### config.mk
export PLATFORM = sky130hd
export DESIGN_NAME = connection_timeout_heap
export DESIGN_NICKNAME = d
export VERILOG_FILES = /design/src/hw/rtl/cth_pkg.sv /design/src/hw/rtl/connection_timeout_heap.sv /design/src/hw/rtl/cth_front.sv /design/src/hw/rtl/cth_back.sv
export SDC_FILE = /design/constraint.sdc
export NUM_CORES = 2
export LEC_CHECK = 0
export ABC_AREA = 1
export ABC_CLOCK_PERIOD_IN_PS = 8850
export BUFFER_PORTS_ARGS = -buffer_cell sky130_fd_sc_hd__buf_2
export CORE_MARGIN = 2
export CORE_UTILIZATION = 25
export DETAILED_ROUTE_END_ITERATION = 8
export SLEW_MARGIN = 10
export SYNTH_ARGS = -nofsm -noshare
export SYNTH_HDL_FRONTEND = slang
export SYNTH_SLANG_ARGS = --single-unit
### constraint.sdc
create_clock -name clk -period 8.85 [get_ports clk]
set_input_delay 1.77 -clock clk [delete_from_list [all_inputs] [get_ports clk]]
set_output_delay 1.77 -clock clk [all_outputs]
set_load 0.03 [all_outputs]
### src/hw/rtl/cth_pkg.sv
// Shared types and constants for the connection timeout heap.
// No dependencies; used by cth_front, cth_back and the top level.
package cth_pkg;

  localparam int OP_W = 2;
  localparam int EXP_W = 25;
  localparam int NOW_W = 24;
  localparam int TMO_W = 16;
  localparam int OUT_CONN_W = 8;
  localparam int MAX_RESULTS = 32;
  localparam int NRES_W = $clog2(MAX_RESULTS + 1);

  localparam logic [OP_W-1:0] OP_ADD = 2'd0;
  localparam logic [OP_W-1:0] OP_CANCEL = 2'd1;
  localparam logic [OP_W-1:0] OP_TICK = 2'd2;

  typedef enum logic [1:0] {
    KIND_ADD    = 2'd0,
    KIND_CANCEL = 2'd1,
    KIND_TICK   = 2'd2
  } cmd_kind_t;

  typedef struct packed {
    cmd_kind_t        kind;
    logic [EXP_W-1:0] expiry;
    logic [NOW_W-1:0] now;
  } cmd_t;

endpackage

### src/hw/rtl/connection_timeout_heap.sv
// Top level of the connection timeout heap: a min-heap of deadlines with lazy deletion.
// Instantiates cth_front and cth_back; depends on cth_pkg.
//
// Channel   Direction  Handshake               Payload
// command   in         start high, busy low    op, conn_id, timeout_ms, now_ms
// result    out        valid for one cycle     expired_conn, heap_full, last
//
// An add into an empty heap is written straight to the root; otherwise it sifts up one
// level at a time. A cancel reads every stored entry in turn. A tick pops entries from the
// top and sifts down after each pop; the one read port of the entry memory reads the left
// and the right child separately at each level of sift-down.
// Reset empties the heap at once. The two-entry command queue keeps start accepted while
// the heap engine works, until both entries are full; the result receiver cannot stall.
module connection_timeout_heap import cth_pkg::*; #(
  parameter int HEAP_DEPTH = 32,
  parameter int CONN_BITS = 8
) (
  input  logic                  clk,
  input  logic                  rst,
  input  logic                  start,
  output logic                  busy,
  input  logic [OP_W-1:0]       op,
  input  logic [7:0]            conn_id,
  input  logic [TMO_W-1:0]      timeout_ms,
  input  logic [NOW_W-1:0]      now_ms,
  output logic                  valid,
  output logic [OUT_CONN_W-1:0] expired_conn,
  output logic                  heap_full,
  output logic                  last
);

  logic                 cmd_valid;
  cmd_t                 cmd;
  logic [CONN_BITS-1:0] cmd_conn;
  logic                 cmd_pop;

  cth_front #(.CONN_BITS(CONN_BITS)) u_front (
    .clk(clk), .rst(rst), .start(start), .busy(busy), .op(op), .conn_id(conn_id),
    .timeout_ms(timeout_ms), .now_ms(now_ms), .cmd_valid(cmd_valid), .cmd(cmd),
    .cmd_conn(cmd_conn), .cmd_pop(cmd_pop)
  );

  cth_back #(.HEAP_DEPTH(HEAP_DEPTH), .CONN_BITS(CONN_BITS)) u_back (
    .clk(clk), .rst(rst), .cmd_valid(cmd_valid), .cmd(cmd), .cmd_conn(cmd_conn),
    .cmd_pop(cmd_pop), .valid(valid), .expired_conn(expired_conn),
    .heap_full(heap_full), .last(last)
  );

endmodule

### src/hw/rtl/cth_front.sv
// Front end: accepts transactions, decodes the operation and computes the expiry.
// Holds a two-entry command queue toward cth_back. Depends on cth_pkg.
module cth_front import cth_pkg::*; #(
  parameter int CONN_BITS = 8
) (
  input  logic                 clk,
  input  logic                 rst,
  input  logic                 start,
  output logic                 busy,
  input  logic [OP_W-1:0]      op,
  input  logic [7:0]           conn_id,
  input  logic [TMO_W-1:0]     timeout_ms,
  input  logic [NOW_W-1:0]     now_ms,
  output logic                 cmd_valid,
  output cmd_t                 cmd,
  output logic [CONN_BITS-1:0] cmd_conn,
  input  logic                 cmd_pop
);

  cmd_t                 q_cmd [2];
  logic [CONN_BITS-1:0] q_conn [2];
  logic                 wr_ptr;
  logic                 rd_ptr;
  logic [1:0]           fill;
  logic                 accept;
  logic                 push;
  cmd_t                 dec;

  assign busy = (fill == 2'd2);
  assign accept = start && !busy;
  assign cmd_valid = (fill != 2'd0);
  assign cmd = q_cmd[rd_ptr];
  assign cmd_conn = q_conn[rd_ptr];

  always_comb begin
    dec.expiry = EXP_W'(now_ms) + EXP_W'(timeout_ms);
    dec.now = now_ms;
    dec.kind = KIND_ADD;
    push = accept;
    case (op)
      OP_ADD: dec.kind = KIND_ADD;
      OP_CANCEL: dec.kind = KIND_CANCEL;
      OP_TICK: dec.kind = KIND_TICK;
      default: push = 1'b0;
    endcase
  end

  always_ff @(posedge clk) begin
    if (push) begin
      q_cmd[wr_ptr] <= dec;
      q_conn[wr_ptr] <= CONN_BITS'(conn_id);
    end
    if (rst) begin
      wr_ptr <= 1'b0;
      rd_ptr <= 1'b0;
      fill <= 2'd0;
    end else begin
      if (push) wr_ptr <= !wr_ptr;
      if (cmd_pop) rd_ptr <= !rd_ptr;
      fill <= fill + 2'(push) - 2'(cmd_pop);
    end
  end

endmodule

### src/hw/rtl/cth_back.sv
// Back end: the heap engine with its entry memory and sift sequencer.
// Takes commands from cth_front and drives the result registers. Depends on cth_pkg.
module cth_back import cth_pkg::*; #(
  parameter int HEAP_DEPTH = 32,
  parameter int CONN_BITS = 8
) (
  input  logic                  clk,
  input  logic                  rst,
  input  logic                  cmd_valid,
  input  cmd_t                  cmd,
  input  logic [CONN_BITS-1:0]  cmd_conn,
  output logic                  cmd_pop,
  output logic                  valid,
  output logic [OUT_CONN_W-1:0] expired_conn,
  output logic                  heap_full,
  output logic                  last
);

  localparam int IDX_W = $clog2(HEAP_DEPTH);
  localparam int CNT_W = $clog2(HEAP_DEPTH + 1);
  localparam int W2 = CNT_W + 1;
  localparam int ROW_W = 1 + CONN_BITS + EXP_W;

  typedef enum logic [9:0] {
    S_IDLE     = 10'b0000000001,
    S_UP       = 10'b0000000010,
    S_PLACE_UP = 10'b0000000100,
    S_CAN      = 10'b0000001000,
    S_TK       = 10'b0000010000,
    S_TOP      = 10'b0000100000,
    S_LASTRD   = 10'b0001000000,
    S_DNL      = 10'b0010000000,
    S_DNR      = 10'b0100000000,
    S_PLACE_DN = 10'b1000000000
  } state_t;

  logic [ROW_W-1:0] mem [HEAP_DEPTH];
  logic [ROW_W-1:0] rdata;
  logic [IDX_W-1:0] raddr, waddr;
  logic [ROW_W-1:0] wdata;
  logic             we;

  state_t               state, state_next;
  logic [CNT_W-1:0]     cnt, cnt_next;
  logic [IDX_W-1:0]     idx, idx_next;
  logic [ROW_W-1:0]     x_row, x_row_next;
  logic [ROW_W-1:0]     l_row, l_row_next;
  logic                 pend_v, pend_v_next;
  logic [CONN_BITS-1:0] pend_conn, pend_conn_next;
  logic [NRES_W-1:0]    nres, nres_next;
  logic [NOW_W-1:0]     cur_now, cur_now_next;
  logic [CONN_BITS-1:0] cur_conn, cur_conn_next;
  logic                 res_v_next, res_full_next, res_last_next;
  logic [OUT_CONN_W-1:0] res_conn_next;

  logic [EXP_W-1:0]     rd_exp, x_exp, l_exp;
  logic [CONN_BITS-1:0] rd_conn;
  logic                 rd_del;
  logic [W2-1:0]        lc, rc, mlc;
  logic [ROW_W-1:0]     m_row;
  logic [W2-1:0]        m_idx;
  logic [IDX_W-1:0]     par;
  logic [CNT_W-1:0]     cnt_dec;

  assign rd_exp = rdata[EXP_W-1:0];
  assign rd_conn = rdata[EXP_W +: CONN_BITS];
  assign rd_del = rdata[ROW_W-1];
  assign x_exp = x_row[EXP_W-1:0];
  assign l_exp = l_row[EXP_W-1:0];
  assign lc = (W2'(idx) << 1) + W2'(1);
  assign rc = lc + W2'(1);
  assign par = IDX_W'((idx - IDX_W'(1)) >> 1);
  assign cnt_dec = cnt - CNT_W'(1);
  assign mlc = (m_idx << 1) + W2'(1);

  always_ff @(posedge clk) begin
    if (we) mem[waddr] <= wdata;
    rdata <= mem[raddr];
  end

  always_comb begin
    if ((state == S_DNR) && (rd_exp < l_exp)) begin
      m_row = rdata;
      m_idx = rc;
    end else if (state == S_DNR) begin
      m_row = l_row;
      m_idx = lc;
    end else begin
      m_row = rdata;
      m_idx = lc;
    end
  end

  always_comb begin
    state_next = state;
    cnt_next = cnt;
    idx_next = idx;
    x_row_next = x_row;
    l_row_next = l_row;
    pend_v_next = pend_v;
    pend_conn_next = pend_conn;
    nres_next = nres;
    cur_now_next = cur_now;
    cur_conn_next = cur_conn;
    res_v_next = 1'b0;
    res_full_next = 1'b0;
    res_last_next = 1'b0;
    res_conn_next = expired_conn;
    we = 1'b0;
    waddr = idx;
    wdata = x_row;
    raddr = '0;
    cmd_pop = 1'b0;
    case (state)
      S_IDLE: begin
        if (cmd_valid) begin
          cmd_pop = 1'b1;
          cur_now_next = cmd.now;
          cur_conn_next = cmd_conn;
          case (cmd.kind)
            KIND_ADD: begin
              if (cnt == CNT_W'(HEAP_DEPTH)) begin
                res_v_next = 1'b1;
                res_full_next = 1'b1;
                res_last_next = 1'b1;
                res_conn_next = '0;
              end else begin
                x_row_next = {1'b0, cmd_conn, cmd.expiry};
                idx_next = IDX_W'(cnt);
                cnt_next = cnt + CNT_W'(1);
                if (cnt == '0) begin
                  we = 1'b1;
                  waddr = '0;
                  wdata = {1'b0, cmd_conn, cmd.expiry};
                end else begin
                  raddr = IDX_W'(cnt_dec >> 1);
                  state_next = S_UP;
                end
              end
            end
            KIND_CANCEL: begin
              if (cnt != '0) begin
                idx_next = '0;
                state_next = S_CAN;
              end
            end
            KIND_TICK: begin
              nres_next = '0;
              pend_v_next = 1'b0;
              state_next = S_TK;
            end
            default: state_next = S_IDLE;
          endcase
        end
      end
      S_UP: begin
        if (rd_exp > x_exp) begin
          we = 1'b1;
          wdata = rdata;
          idx_next = par;
          if (par == '0) begin
            state_next = S_PLACE_UP;
          end else begin
            raddr = IDX_W'((par - IDX_W'(1)) >> 1);
          end
        end else begin
          we = 1'b1;
          state_next = S_IDLE;
        end
      end
      S_PLACE_UP: begin
        we = 1'b1;
        state_next = S_IDLE;
      end
      S_CAN: begin
        if (rd_conn == cur_conn) begin
          we = 1'b1;
          wdata = {1'b1, rdata[ROW_W-2:0]};
        end
        if (CNT_W'(idx) + CNT_W'(1) == cnt) begin
          state_next = S_IDLE;
        end else begin
          idx_next = idx + IDX_W'(1);
          raddr = idx + IDX_W'(1);
        end
      end
      S_TK: begin
        if ((cnt == '0) || (nres == NRES_W'(MAX_RESULTS))) begin
          if (pend_v) begin
            res_v_next = 1'b1;
            res_last_next = 1'b1;
            res_conn_next = OUT_CONN_W'(pend_conn);
          end
          pend_v_next = 1'b0;
          state_next = S_IDLE;
        end else begin
          raddr = '0;
          state_next = S_TOP;
        end
      end
      S_TOP: begin
        if (rd_del || (rd_exp <= EXP_W'(cur_now))) begin
          if (!rd_del) begin
            if (pend_v) begin
              res_v_next = 1'b1;
              res_conn_next = OUT_CONN_W'(pend_conn);
            end
            pend_v_next = 1'b1;
            pend_conn_next = rd_conn;
            nres_next = nres + NRES_W'(1);
          end
          cnt_next = cnt_dec;
          if (cnt_dec == '0) begin
            state_next = S_TK;
          end else begin
            raddr = IDX_W'(cnt_dec);
            state_next = S_LASTRD;
          end
        end else begin
          if (pend_v) begin
            res_v_next = 1'b1;
            res_last_next = 1'b1;
            res_conn_next = OUT_CONN_W'(pend_conn);
          end
          pend_v_next = 1'b0;
          state_next = S_IDLE;
        end
      end
      S_LASTRD: begin
        x_row_next = rdata;
        idx_next = '0;
        if (cnt == CNT_W'(1)) begin
          we = 1'b1;
          waddr = '0;
          wdata = rdata;
          state_next = S_TK;
        end else begin
          raddr = IDX_W'(1);
          state_next = S_DNL;
        end
      end
      S_DNL, S_DNR: begin
        if ((state == S_DNL) && (rc < W2'(cnt))) begin
          l_row_next = rdata;
          raddr = IDX_W'(rc);
          state_next = S_DNR;
        end else if (m_row[EXP_W-1:0] < x_exp) begin
          we = 1'b1;
          wdata = m_row;
          idx_next = IDX_W'(m_idx);
          if (mlc >= W2'(cnt)) begin
            state_next = S_PLACE_DN;
          end else begin
            raddr = IDX_W'(mlc);
            state_next = S_DNL;
          end
        end else begin
          we = 1'b1;
          state_next = S_TK;
        end
      end
      S_PLACE_DN: begin
        we = 1'b1;
        state_next = S_TK;
      end
      default: state_next = S_IDLE;
    endcase
  end

  always_ff @(posedge clk) begin
    idx <= idx_next;
    x_row <= x_row_next;
    l_row <= l_row_next;
    pend_conn <= pend_conn_next;
    nres <= nres_next;
    cur_now <= cur_now_next;
    cur_conn <= cur_conn_next;
    expired_conn <= res_conn_next;
    heap_full <= res_full_next;
    last <= res_last_next;
    if (rst) begin
      state <= S_IDLE;
      cnt <= '0;
      pend_v <= 1'b0;
      valid <= 1'b0;
    end else begin
      state <= state_next;
      cnt <= cnt_next;
      pend_v <= pend_v_next;
      valid <= res_v_next;
    end
  end

endmodule
==> impl_results.html <==
<table>
<tr><th>Metric</th><th>Value</th></tr>
<tr><th colspan="2">Outcome</th></tr>
<tr><td>Run status</td><td>finished clean</td></tr>
<tr><th colspan="2">Clock tree</th></tr>
<tr><td>CTS-repair resized insts</td><td>0</td></tr>
<tr><td>Maximum count of clock buffers along a single path</td><td>3</td></tr>
<tr><td>Clock tree sinks</td><td>1392</td></tr>
<tr><td>Clock buffers created by TritonCTS</td><td>149</td></tr>
<tr><td>Depth of the CTS H-tree</td><td>4</td></tr>
<tr><td>CTS clk-pin slew, worst paths</td><td>70 ps</td></tr>
<tr><td>Post-CTS Repair Setup Buffers</td><td>0</td></tr>
<tr><td>Root Buffer Master</td><td>sky130_fd_sc_hd__clkbuf_16</td></tr>
<tr><td>Count of hold buffers inserted by post-cts repair</td><td>0</td></tr>
<tr><td>TritonCTS clock tree</td><td>done</td></tr>
<tr><td>Clock insertion delay at the later pin of the skew report</td><td>810 ps</td></tr>
<tr><th colspan="2">Worst setup path</th></tr>
<tr><td>Start-to-end type of the worst setup path</td><td>reg2reg</td></tr>
<tr><td>Required time at the worst-slack endpoint</td><td>9490 ps</td></tr>
<tr><td>Master of the slowest instance on the critical path</td><td>sky130_fd_sc_hd__buf_4</td></tr>
<tr><td>Most frequent cell on the critical path</td><td>sky130_fd_sc_hd__nand2_1</td></tr>
<tr><td>Arrival time at the worst endpoint</td><td>7820 ps</td></tr>
<tr><td>Largest stage delay on the critical path</td><td>910 ps</td></tr>
<tr><td>CP Capture Type</td><td>flip-flop</td></tr>
<tr><td>Maximum fanout count along the critical path</td><td>95</td></tr>
<tr><td>Critical path launch point type</td><td>flip-flop</td></tr>
<tr><th colspan="2">Timing</th></tr>
<tr><td>Hold Fails Final Rpt</td><td>0</td></tr>
<tr><td>Unrepaired setup endpoints after global routing</td><td>no</td></tr>
<tr><td>Setup TNS after final layout</td><td>0 ps</td></tr>
<tr><td>Setup-violating endpoint count in the final report</td><td>0</td></tr>
<tr><td>Worst Skew</td><td>33.7 ps</td></tr>
<tr><td>Max Clock Freq</td><td>139 MHz</td></tr>
<tr><td>Post-route worst setup slack</td><td>1670 ps</td></tr>
<tr><td>Transition time of the tightest slew-check pin</td><td>1310 ps</td></tr>
<tr><td>Post-route minimum period</td><td>7180 ps</td></tr>
<tr><td>Crit share post-route</td><td>81.2%</td></tr>
<tr><td>Slew headroom</td><td>12.8%</td></tr>
<tr><td>Slew Viols, Final</td><td>0</td></tr>
<tr><th colspan="2">Floorplan</th></tr>
<tr><td>Site row count</td><td>185</td></tr>
<tr><td>Horiz. Die Dim</td><td>508 µm</td></tr>
<tr><td>I/O pin cnt</td><td>65</td></tr>
<tr><td>Effective utilization at floorplan</td><td>25.1%</td></tr>
<tr><td>Placeable core area</td><td>253000 µm²</td></tr>
<tr><td>Die Height</td><td>508 µm</td></tr>
<tr><td>Area enclosed by the die boundary</td><td>258000 µm²</td></tr>
<tr><th colspan="2">Logic synthesis</th></tr>
<tr><td>Average cell area after synthesis</td><td>10.7 µm²</td></tr>
<tr><td>Portion of synthesized cell area occupied by the leading cell type</td><td>63.0%</td></tr>
<tr><td>Count leader, synth</td><td>sky130_fd_sc_hd__nand2_1</td></tr>
<tr><td>Most used DFF post-synth</td><td>sky130_fd_sc_hd__edfxtp_1</td></tr>
<tr><td>Number of warnings reported in the yosys synthesis log</td><td>0</td></tr>
<tr><td>List of most frequent post-synthesis cells</td><td>1590 x sky130_fd_sc_hd__nand2_1, 1333 x sky130_fd_sc_hd__edfxtp_1, 767 x sky130_fd_sc_hd__nand3_1</td></tr>
<tr><td>Number of synthesized register bits</td><td>1392</td></tr>
<tr><td>Post-synth net total</td><td>6101</td></tr>
<tr><td>Count of distinct cell types in the synthesized netlist</td><td>58</td></tr>
<tr><td>Share of synthesized area occupied by flip-flops and latches</td><td>64.8%</td></tr>
<tr><td>Synth area leader</td><td>sky130_fd_sc_hd__edfxtp_1</td></tr>
<tr><td>Synthesized cell area</td><td>63600 µm²</td></tr>
<tr><td>Cell types with the largest area share after synthesis</td><td>sky130_fd_sc_hd__edfxtp_1 63%, sky130_fd_sc_hd__nand2_1 9.4%, sky130_fd_sc_hd__nand3_1 6.0%, sky130_fd_sc_hd__nand4_1 5.5%, sky130_fd_sc_hd__ha_1 2.6%</td></tr>
<tr><td>Number of flops mapped to enable cells by yosys</td><td>1333</td></tr>
<tr><td>Post-synth ARST share</td><td>0%</td></tr>
<tr><td>Synthesized instance count</td><td>5915</td></tr>
<tr><th colspan="2">Final layout</th></tr>
<tr><td>Area added between synthesis and finish</td><td>15.4%</td></tr>
<tr><td>Filler cell count in the final layout</td><td>25860</td></tr>
<tr><td>Fraction of layout cells with a size suffix above 1</td><td>9.71%</td></tr>
<tr><td>Area of the multi-input gates</td><td>19600 µm²</td></tr>
<tr><td>Final-stage net count</td><td>6089</td></tr>
<tr><td>Area taken by flip-flops and latches</td><td>41200 µm²</td></tr>
<tr><th colspan="2">Drt</th></tr>
<tr><td>Antenna-violating nets left</td><td>0</td></tr>
<tr><td>Routed length per instance</td><td>21.8 µm</td></tr>
<tr><td>Routed Wire Length</td><td>205000 µm</td></tr>
<tr><td>Count of routing violations after the opening detailed-route iteration</td><td>6182</td></tr>
<tr><td>TritonRoute pass-1 iters</td><td>5</td></tr>
<tr><td>Number of vias per cell after detailed routing</td><td>5.04</td></tr>
<tr><td>Residual DRC</td><td>0</td></tr>
<tr><td>Count of vias placed by the detailed router</td><td>47351</td></tr>
<tr><th colspan="2">Pwr</th></tr>
<tr><td>Logic pwr share</td><td>33.4%</td></tr>
<tr><td>Clock network fraction of total power</td><td>26.0%</td></tr>
<tr><td>Maximum vdd drop</td><td>0.228 mV</td></tr>
<tr><td>Part of the total power dissipated in sequential elements</td><td>40.6%</td></tr>
<tr><td>Fraction of power spent switching nets</td><td>37.5%</td></tr>
<tr><td>Power density cells</td><td>329 nW/µm²</td></tr>
<tr><td>Power spent charging and discharging nets</td><td>9.04 mW</td></tr>
<tr><td>Cell internal power dissipation</td><td>15.1 mW</td></tr>
<tr><td>Leakage power of the design</td><td>27.0 nW</td></tr>
<tr><td>Sum of internal, switching and leakage power</td><td>24.1 mW</td></tr>
<tr><th colspan="2">Place</th></tr>
<tr><td>Setup Slack @ Placement</td><td>1470 ps</td></tr>
<tr><td>Gpl congestion</td><td>0.909</td></tr>
<tr><td>HPWL after detailed placement</td><td>115000 µm</td></tr>
<tr><td>Port buffer count</td><td>64</td></tr>
<tr><th colspan="2">GRT</th></tr>
<tr><td>Largest net degree at the start of global routing</td><td>188</td></tr>
<tr><td>Number of global-route vias before repair</td><td>44829</td></tr>
<tr><td>First-pass GRT wire length</td><td>301000 µm</td></tr>
<tr><td>Initial antenna violation count</td><td>7</td></tr>
<tr><td>Aggregate global routing overflow</td><td>0</td></tr>
<tr><td>Total track usage</td><td>15.3%</td></tr>
<tr><th colspan="2">Flow run</th></tr>
<tr><td>Count of maximum capacitance violations</td><td>0</td></tr>
<tr><th colspan="2">Worst hold path</th></tr>
<tr><td>Worst min-delay path class</td><td>reg2reg</td></tr>
</table>
==> cell families after synthesis <==
logic type      count (synthesis)  synth area share (%)
compound gates                365                  3.41
buf+inv                       793                  5.26
flops                        1392                  64.8
mux                            51                 0.876
fa+ha+maj                     133                  2.63
simple gates                 3146                  22.5
xor+xnor                       35                 0.482
==> path summary, 6_finish.rpt <==
kind,start,end,slack [ps],cells past startpoint
min reg2reg,u_front.rd_ptr$_SDFFE_PP0P_,flip-flop,450,1
max reg2reg,u_back.rdata[2]$_DFF_P_,u_back.rdata[23]$_DFF_P_,1670,28
min,u_front.rd_ptr$_SDFFE_PP0P_,flip-flop,450,1
max,u_back.rdata[2]$_DFF_P_,u_back.rdata[23]$_DFF_P_,1670,28
==> cells in the final DEF (no fill, tap or decap), drive strengths merged, types with 8 or more instances in the layout <==
| cell | count |
|---|---|
| a21oi | 125 |
| a221oi | 9 |
| a22oi | 10 |
| a41oi | 9 |
| buf | 227 |
| bufinv | 10 |
| clkbuf | 202 |
| clkinv | 57 |
| dfxtp | 59 |
| diode | 11 |
| edfxtp | 1333 |
| ha | 132 |
| inv | 407 |
| mux2 | 37 |
| mux2i | 14 |
| nand2 | 1593 |
| nand3 | 770 |
| nand4 | 555 |
| nor2 | 181 |
| nor3 | 21 |
| nor4 | 13 |
| o2111ai | 20 |
| o211ai | 10 |
| o21ai | 125 |
| o221ai | 9 |
| o22ai | 17 |
| or2 | 8 |
| xnor2 | 10 |
| xor2 | 25 |
==> area by class of cell <==
class,instances,share of cell area [%]
sequential,1392,56.2
tap,3366,5.74
timing repair buffer,227,2.60
multi-input combinational,3730,26.8
clock buffer,202,5.61
clock inverter,73,1.04
antenna,11,0.0375
inverter,403,2.07
==> worst max-delay path: cells and delay by family (launching register included) <==
family          cells  cell delay [ps]
buf+inv             2             1280
flops               1              760
compound gates      1              270
simple gates       23             3880
fa+ha+maj           2              710
==> metrics by stage <==
| stage | hold slack [ps] | instance area [µm²] | util [%] | cells |
|---|---|---|---|---|
| floorplan | 425 | 63600 | - | 5915 |
| global placement | 429 | 68400 | 27.0 | 9118 |
| detailed placement | 437 | 68400 | 27.0 | 9118 |
| CTS | 445 | 73300 | 28.9 | 9393 |
| global route | 472 | 73400 | 29.0 | 9402 |
| finish | 447 | 73400 | 29.0 | 9404 |
==> layer usage <==
| layer | vias to the layer above | part of all wire, % | routed length [µm] | global-route usage (%) |
|---|---|---|---|---|
| met5 | - | 0.016 | 33 | 0 |
| met1 | 23419 | 41 | 83300 | 20.7 |
| li1 | 21177 | - | - | - |
| met4 | 4 | 4.1 | 8490 | 6.31 |
| met3 | 397 | 8.9 | 18300 | 2.42 |
| met2 | 2354 | 46 | 94500 | 24.4 |
==> power by group through the flow <==
stage	clock, mW	sequential [mW]	combinational, mW
finish	6.27	9.80	8.07
global route	6.58	9.83	8.85
CTS	6.33	9.79	7.96
detailed placement	0	9.93	7.93
global placement	0	9.92	7.82
floorplan	0	9.81	4.84
==> state kept, by name (all words and copies together) (netlist names), 6 cells and up, named ones only <==
signal and count:
u_back.cnt 6, u_back.cur_conn 8, u_back.cur_now 24, u_back.expired_conn 8
u_back.l_row 34, u_back.mem 1088, u_back.nres 6, u_back.pend_conn 8
u_back.rdata 34, u_back.state 10, u_back.x_row 34, u_front.q_cmd 102
u_front.q_conn 16
Note: power is estimated with default switching activity, not from simulation.
